==> src/rtl/bpa_pkg.sv <==
// shared constants, types and table arithmetic for the bloch phase accumulator
// no dependencies; imported by every rtl module of the block except bpa_ram

package bpa_pkg;

  localparam int ORBITAL_COUNT_DEF   = 256;
  localparam int TABLE_ADDR_BITS_DEF = 10;
  localparam int COL_COUNT           = 256;
  localparam int TAB_W               = 15;
  localparam int SUM_W               = 48;
  localparam int INC_W               = 41;
  localparam int APB_ADDR_W          = 4;
  localparam int APB_DATA_W          = 32;

  localparam logic [1:0] OP_CLEAR = 2'd0;
  localparam logic [1:0] OP_ACCUM = 2'd1;
  localparam logic [1:0] OP_READ  = 2'd2;

  localparam logic [1:0] REG_K_A = 2'd0;
  localparam logic [1:0] REG_K_B = 2'd1;
  localparam logic [1:0] REG_K_C = 2'd2;

  localparam logic [63:0] HALF_PI_Q30 = 64'd1686629713;

  typedef struct packed {
    logic [15:0] k_a;
    logic [15:0] k_b;
    logic [15:0] k_c;
  } k_cfg_t;

  // quarter-wave sine entry, Q30 taylor series to x^17, scaled to Q1.15
  function automatic logic [TAB_W-1:0] bpa_sin_entry(input int unsigned i,
                                                    input int unsigned bits);
    logic [63:0] x;
    logic [63:0] x2;
    logic [63:0] term;
    longint      s;
    logic [63:0] e;
    x    = (HALF_PI_Q30 * 64'(i)) >> bits;
    x2   = (x * x) >> 30;
    term = x;
    s    = longint'(x);
    term = ((term * x2) >> 30) / 64'd6;
    s    = s - longint'(term);
    term = ((term * x2) >> 30) / 64'd20;
    s    = s + longint'(term);
    term = ((term * x2) >> 30) / 64'd42;
    s    = s - longint'(term);
    term = ((term * x2) >> 30) / 64'd72;
    s    = s + longint'(term);
    term = ((term * x2) >> 30) / 64'd110;
    s    = s - longint'(term);
    term = ((term * x2) >> 30) / 64'd156;
    s    = s + longint'(term);
    term = ((term * x2) >> 30) / 64'd210;
    s    = s - longint'(term);
    term = ((term * x2) >> 30) / 64'd272;
    s    = s + longint'(term);
    if (s < 0) begin
      s = 0;
    end
    e = (64'(s) * 64'd32767 + (64'd1 << 29)) >> 30;
    if (e > 64'd32767) begin
      e = 64'd32767;
    end
    return e[TAB_W-1:0];
  endfunction

endpackage

==> src/rtl/bpa_apb_regs.sv <==
// apb register bank holding the three reduced k coordinates
// depends on bpa_pkg for register indexes and the k_cfg_t struct

module bpa_apb_regs
  import bpa_pkg::*;
(
  input  logic                  clk_i,
  input  logic                  rst_ni,
  input  logic                  psel_i,
  input  logic                  penable_i,
  input  logic                  pwrite_i,
  input  logic [APB_ADDR_W-1:0] paddr_i,
  input  logic [APB_DATA_W-1:0] pwdata_i,
  output logic [APB_DATA_W-1:0] prdata_o,
  output k_cfg_t                cfg_o
);

  k_cfg_t     cfg_q;
  logic       wr_en;
  logic [1:0] reg_idx;

  assign reg_idx = paddr_i[3:2];
  assign wr_en   = psel_i && penable_i && pwrite_i;

  always_ff @(posedge clk_i or negedge rst_ni) begin
    if (!rst_ni) begin
      cfg_q <= '0;
    end else if (wr_en) begin
      case (reg_idx)
        REG_K_A: cfg_q.k_a <= pwdata_i[15:0];
        REG_K_B: cfg_q.k_b <= pwdata_i[15:0];
        REG_K_C: cfg_q.k_c <= pwdata_i[15:0];
        default: cfg_q     <= cfg_q;
      endcase
    end
  end

  always_comb begin
    case (reg_idx)
      REG_K_A: prdata_o = {16'b0, cfg_q.k_a};
      REG_K_B: prdata_o = {16'b0, cfg_q.k_b};
      REG_K_C: prdata_o = {16'b0, cfg_q.k_c};
      default: prdata_o = '0;
    endcase
  end

  assign cfg_o = cfg_q;

endmodule

==> config.mk <==
export PLATFORM = sky130hd
export DESIGN_NAME = bpa_apb_regs
export DESIGN_NICKNAME = d
export VERILOG_FILES = /design/src/rtl/bpa_pkg.sv /design/src/rtl/bpa_apb_regs.sv
export SDC_FILE = /design/constraint.sdc
export NUM_CORES = 1
export LEC_CHECK = 0
export ABC_AREA = 1
export BUFFER_PORTS_ARGS = -buffer_cell sky130_fd_sc_hd__buf_2
export CAP_MARGIN = 30
export CORE_MARGIN = 1.5
export CORE_UTILIZATION = 41
export CTS_CLUSTER_DIAMETER = 100
export DETAILED_ROUTE_END_ITERATION = 12
export GPL_TIMING_DRIVEN = 1
export PLACE_DENSITY = 0.76
export RECOVER_POWER = 50
export SLEW_MARGIN = 20
export SYNTH_ARGS = -nofsm -noshare
export SYNTH_HDL_FRONTEND = slang
export SYNTH_SLANG_ARGS = --single-unit
==> constraint.sdc <==
create_clock -name clk_i -period 0.8 [get_ports clk_i]
set_clock_uncertainty 0.1 [all_clocks]
set_input_delay 0 -clock clk_i [delete_from_list [all_inputs] [get_ports clk_i]]
set_output_delay 0 -clock clk_i [all_outputs]
set_load 0.005 [all_outputs]
==> results.cfg, run 1 <==
[placement]
portBuffers = 86
gp_congestion = 0.835
place_inst = 460
dp_hpwl_mm = 4.66

[floorplan]
die_area_mm2 = 0.00631
die_w_um = 79.4
pin_count = 121
initial_core_util_pct = 43.0
std_cell_rows = 27
core_area_mm2 = 0.00557
die_h_um = 79.4

[synth]
ys_seq_elements = 48
synth-seq-area-share_pct = 50.2
synth_cell_type_count = 15
syn_area_per_cell_um2 = 7.98
ys.warnings.count = 0
synth_cells = 300
synth.cell_area_mm2 = 0.00239

[run]
drv_cap = 0

[cts]
clk_pin_slew_ps = 90
htreeDepth = 2
cts_hold_buf = 17
cts_buffer_depth = 2
clk_latency_ps = 300
cts_buffers = 5
clock-root-buffer = clkbuf_8
tritoncts = done
clock_sinks = 48

[setup_path]
cp-start-kind = flop
rr_worst_depth = 4
cp_max_fo = 2
path_class = flop to output port
required_ps = 700
setup.worst_path.end_class = output port
crit_arrival_ps = 1040

[power_and_ir_drop]
p_leak_uw = 0.00216
ir_worst_vdd_v = 0.00139
powerDensity_mw_per_mm2 = 2170

[finish]
syn2layout_area_growth_pct = 58.3
drive_above_1_share_pct = 43.0
diodes = 0
final_cells = 526
regArea_mm2 = 0.00120
utilization_pct = 68.0
nFillCells = 454
multi_input_area_mm2 = 0.00110
largest_reg_flops = 48
final_nets = 494

[detailed_routing]
vias = 2424
ant_nets = 0
via_per_inst = 4.61
drc = 0
wl_per_cell_um = 14.0
first_pass_iters = 4
dr.first_iter.drc_count = 101
postRouteWirelength_mm = 7.38

[min_path]
hold_path_class = input pin to async pin

[sta]
rsz0062_at_grt = true
setup_ws_ps = -339
setup_viol = 142
clock.fmax_mhz = 878
slew_headroom_pct = 60.7
finalCriticalPeriod_ps = 1140
hold_slack_ps = 101
tightestPinTransition_ps = 590
period_share_pct = 142
hold_viol = 0
drv_slew = 0

[global_routing]
grt_pass1_vias = 2351
grt_pass1_wl_mm = 11.0
grtUsageTotal_pct = 22.9
antenna_found_initial = 0
grt_max_degree = 22
overflow = 0

[status]
outcome = finished, violations left
violations = setup timing
final cells by class:
type                    instances  area share (%)
repair buffers                156            33.2
clock buffers                   7            2.54
flip-flops and latches         48            31.7
clock inverters                 1           0.792
multi-input cells             237            28.9
inverters                       5           0.495
well taps                      72            2.38
timing repair:
item,CTS,global route
buffers inserted,33,14
pin swaps,44,33
gates resized for setup,24,46
hold endpoints to repair,96,6
gates cloned,0,0
endpoints found under the setup margin,64,93
worst max-delay path, stage by stage, from the launching register on:
cell and delay [ps]:
dfrtp_1 400, nand2_1 120, nand3_2 90, buf_2 130
placed cells by master, fill, tap and decap left out:
cell and count:
nand2_1 160, buf_2 72, dfrtp_1 48, buf_6 44, nand2_2 34, dlygate4sd3_1 17
buf_4 17, conb_1 16, nand3_1 15, clkbuf_8 7, nand2_4 5, buf_12 5
nor2_4 4, inv_2 3, inv_1 2, nand3_2 1, nor2_8 1, nand3_4 1
bufinv_16 1, clkbuf_1 1
cell families after synthesis:
| kind of cell | Yosys count | synth area share (%) |
|---|---|---|
| buf+inv | 30 | 9.61 |
| flops | 48 | 50.2 |
| other cells | 1 | 0.157 |
| simple gates | 221 | 40.1 |
final timing paths:
kind                                     to  slack [ps]       from
worst max-delay path            prdata_o[4]        -340   cfg_o[4]
worst min-delay path              cfg_o[34]         100     rst_ni
worst max register to register    cfg_o[10]        -150  cfg_o[10]
worst min register to register    cfg_o[34]         400  cfg_o[34]
max in group asynchronous         cfg_o[39]         -20     rst_ni
min in group clk_i                cfg_o[18]         140  penable_i
Yosys cell counts:
master / n / area [um2]
dfrtp_1: 48 / 1200
inv_2: 3 / 11.3
nand2_2: 13 / 81.3
nor2_2: 1 / 6.26
nand3_1: 16 / 80.1
nand2_1: 183 / 687
buf_4: 21 / 158
conb_1: 1 / 3.75
nor2_8: 1 / 20.0
nand2_4: 3 / 33.8
nand3_4: 1 / 17.5
buf_12: 1 / 20.0
nor2_4: 3 / 33.8
inv_1: 2 / 7.51
buf_6: 3 / 33.8
through the flow:
stage                     total power [uW]  setup WS [ps]  TNS (ps)  cell area [um2]
after global placement                4980           -133     -6120             2920
final                                 8240           -339    -15560             3790
after global routing                  8690           -395    -21600             3790
after CTS                             7810           -315    -13890             3580
after floorplan                       4100           16.7         0             2460
after detailed placement              5060           -178     -7390             2920
routing by layer:
| metal | track usage, % | share of wire [%] | up-vias |
|---|---|---|---|
| met2 | 41.4 | 54 | 89 |
| met1 | 26.9 | 39 | 1142 |
| met3 | 3.43 | 5.1 | 12 |
| li1 | - | - | 1181 |
| met4 | 9.30 | 1.8 | 0 |
| met5 | 0 | 0 | - |
power breakdown:
| group | internal [uW] | switching [uW] |
|---|---|---|
| Clock | 1100 | 842 |
| Sequential | 2920 | 448 |
| Combinational | 1760 | 1170 |
Note: power is estimated with default switching activity, not from simulation.
==> inputs of run 2 (changes only) <==
PLACE_DENSITY = unset   (was 0.76)
PLACE_DENSITY_LB_ADDON = 0.1   (was unset)
==> results.cfg, run 2 (same netlist as run 1, synthesis figures left out) <==
[setup_path]
path_class = flop to output port
slowest_stage = dfrtp_1
crit_arrival_ps = 1010
crit_chain = nand2_1, nand3_1, buf_2
critical-path-top-delay-family = flip-flops
cp-start-kind = flop
path_buf_inv = 1
cp_max_fo = 3
setup.worst_path.end_class = output port
slowest_delay_ps = 420
required_ps = 700

[global_routing]
grt_pass1_vias = 2196
grt_pass1_wl_mm = 11.1
antenna_found_initial = 0
grtUsageTotal_pct = 22.9
grt_max_degree = 49
overflow = 0

[power_and_ir_drop]
power_frac_comb_pct = 37.3
clock_power_share_pct = 22.1
internal_power_uw = 5860
powerDensity_mw_per_mm2 = 2130
p_leak_uw = 0.00221
ir_worst_vdd_v = 0.00115
swShare_pct = 29.3
p_switching_uw = 2430
power_uw = 8290
pwr-share-seq_pct = 40.5

[floorplan]
die_w_um = 79.4
core_area_mm2 = 0.00557
initial_core_util_pct = 43.0
die_area_mm2 = 0.00631
std_cell_rows = 27
pin_count = 121
die_h_um = 79.4

[detailed_routing]
dr.first_iter.drc_count = 116
ant_nets = 0
wl_per_cell_um = 13.6
first_pass_iters = 4
via_per_inst = 4.56
drc = 0
postRouteWirelength_mm = 7.24
vias = 2434

[sta]
rsz0062_at_grt = true
hold_viol = 0
hold_slack_ps = 152
finalCriticalPeriod_ps = 1110
clock.fmax_mhz = 904
setup_viol = 103
period_share_pct = 138
setup_ws_ps = -306
drv_slew = 0

[finish]
largest_reg_flops = 48
diodes = 0
drive_above_1_share_pct = 44.2
nFillCells = 451
final_nets = 502
utilization_pct = 69.9
syn2layout_area_growth_pct = 62.8
final_common_cell = nand2_1
final_cells = 534
layout_common_cells = 160 x nand2_1, 70 x buf_2, 55 x buf_6, 48 x dfrtp_1, 36 x nand2_2

[min_path]
hold_path_class = input pin to async pin

[placement]
gp_congestion = 0.760
place_inst = 461
portBuffers = 86
place_ws_ps = -169
dp_hpwl_mm = 4.26

[status]
violations = setup timing
outcome = finished, violations left

[cts]
tritoncts = done
clk_pin_slew_ps = 90
clk_latency_ps = 290
cts_buffers = 5
clock_sinks = 48
clock-root-buffer = clkbuf_8
cts_buffer_depth = 2
htreeDepth = 2

[run]
drv_cap = 0
## run 2: cell count changes in the layout (fill, tap and decap cells not counted), moves of 2 or more
cell,delta
buf_6,+11
nand2_2,+2
buf_2,-2
nand2_4,-2
## run 2: final timing paths
path | start | cells after the start | end | slack [ps]
max in group asynchronous | rst_ni | 3 | cfg_o[26] | 110
min in group clk_i | penable_i | 6 | cfg_o[27] | 150
min | rst_ni | 3 | cfg_o[7] | 150
max | cfg_o[4] | 3 | prdata_o[4] | -310
min reg2reg | cfg_o[34] | 2 | cfg_o[34] | 410
max reg2reg | cfg_o[25] | 4 | cfg_o[25] | -150
## run 2: per-layer routing
layer / track usage [%] / share of wire, % / routed length (um) / vias up
met3: 4.69 / 6.0 / 436 / 2
met5: 0 / 0 / 0 / -
met2: 38.6 / 51 / 3660 / 88
met4: 4.91 / 0.40 / 29 / 0
li1: - / - / - / 1201
met1: 30.4 / 43 / 3110 / 1143
## run 2: metrics by stage
step,area [um2],TNS (ps)
floorplan,2460,0
global placement,2950,-7100
detailed placement,2950,-7740
CTS,3540,-13550
global route,3900,-18770
finish,3900,-14670
## run 2: what timing repair did
action,CTS,global route
pin swaps,54,36
endpoints found under the hold margin,96,0
endpoints found under the setup margin,64,91
hold buffers,17,0
resized for setup,13,65
buffers inserted,31,23
## run 2: layout make-up
cell class / instances / area [um2] / area share, %
inverters: 5 / 18.8 / 0.481
multi-input cells: 237 / 1090 / 27.9
flip-flops and latches: 48 / 1200 / 30.8
repair buffers: 164 / 1380 / 35.4
clock inverters: 2 / 38.8 / 0.995
well taps: 72 / 90.1 / 2.31
clock buffers: 6 / 82.6 / 2.12
## run 2: worst reg2reg max path, stage by stage (launching register included)
cell     delay (ps)
dfrtp_1         420
buf_6           130
buf_6           100
nand2_2          60
nand2_2          50
## run 2: power groups by stage
stage | combinational (uW) | clock (uW) | sequential, uW
after floorplan | 724 | 0 | 3380
after global placement | 1620 | 0 | 3390
after detailed placement | 1660 | 0 | 3390
after CTS | 2370 | 1900 | 3300
after global routing | 3390 | 2000 | 3420
final | 3090 | 1840 | 3360
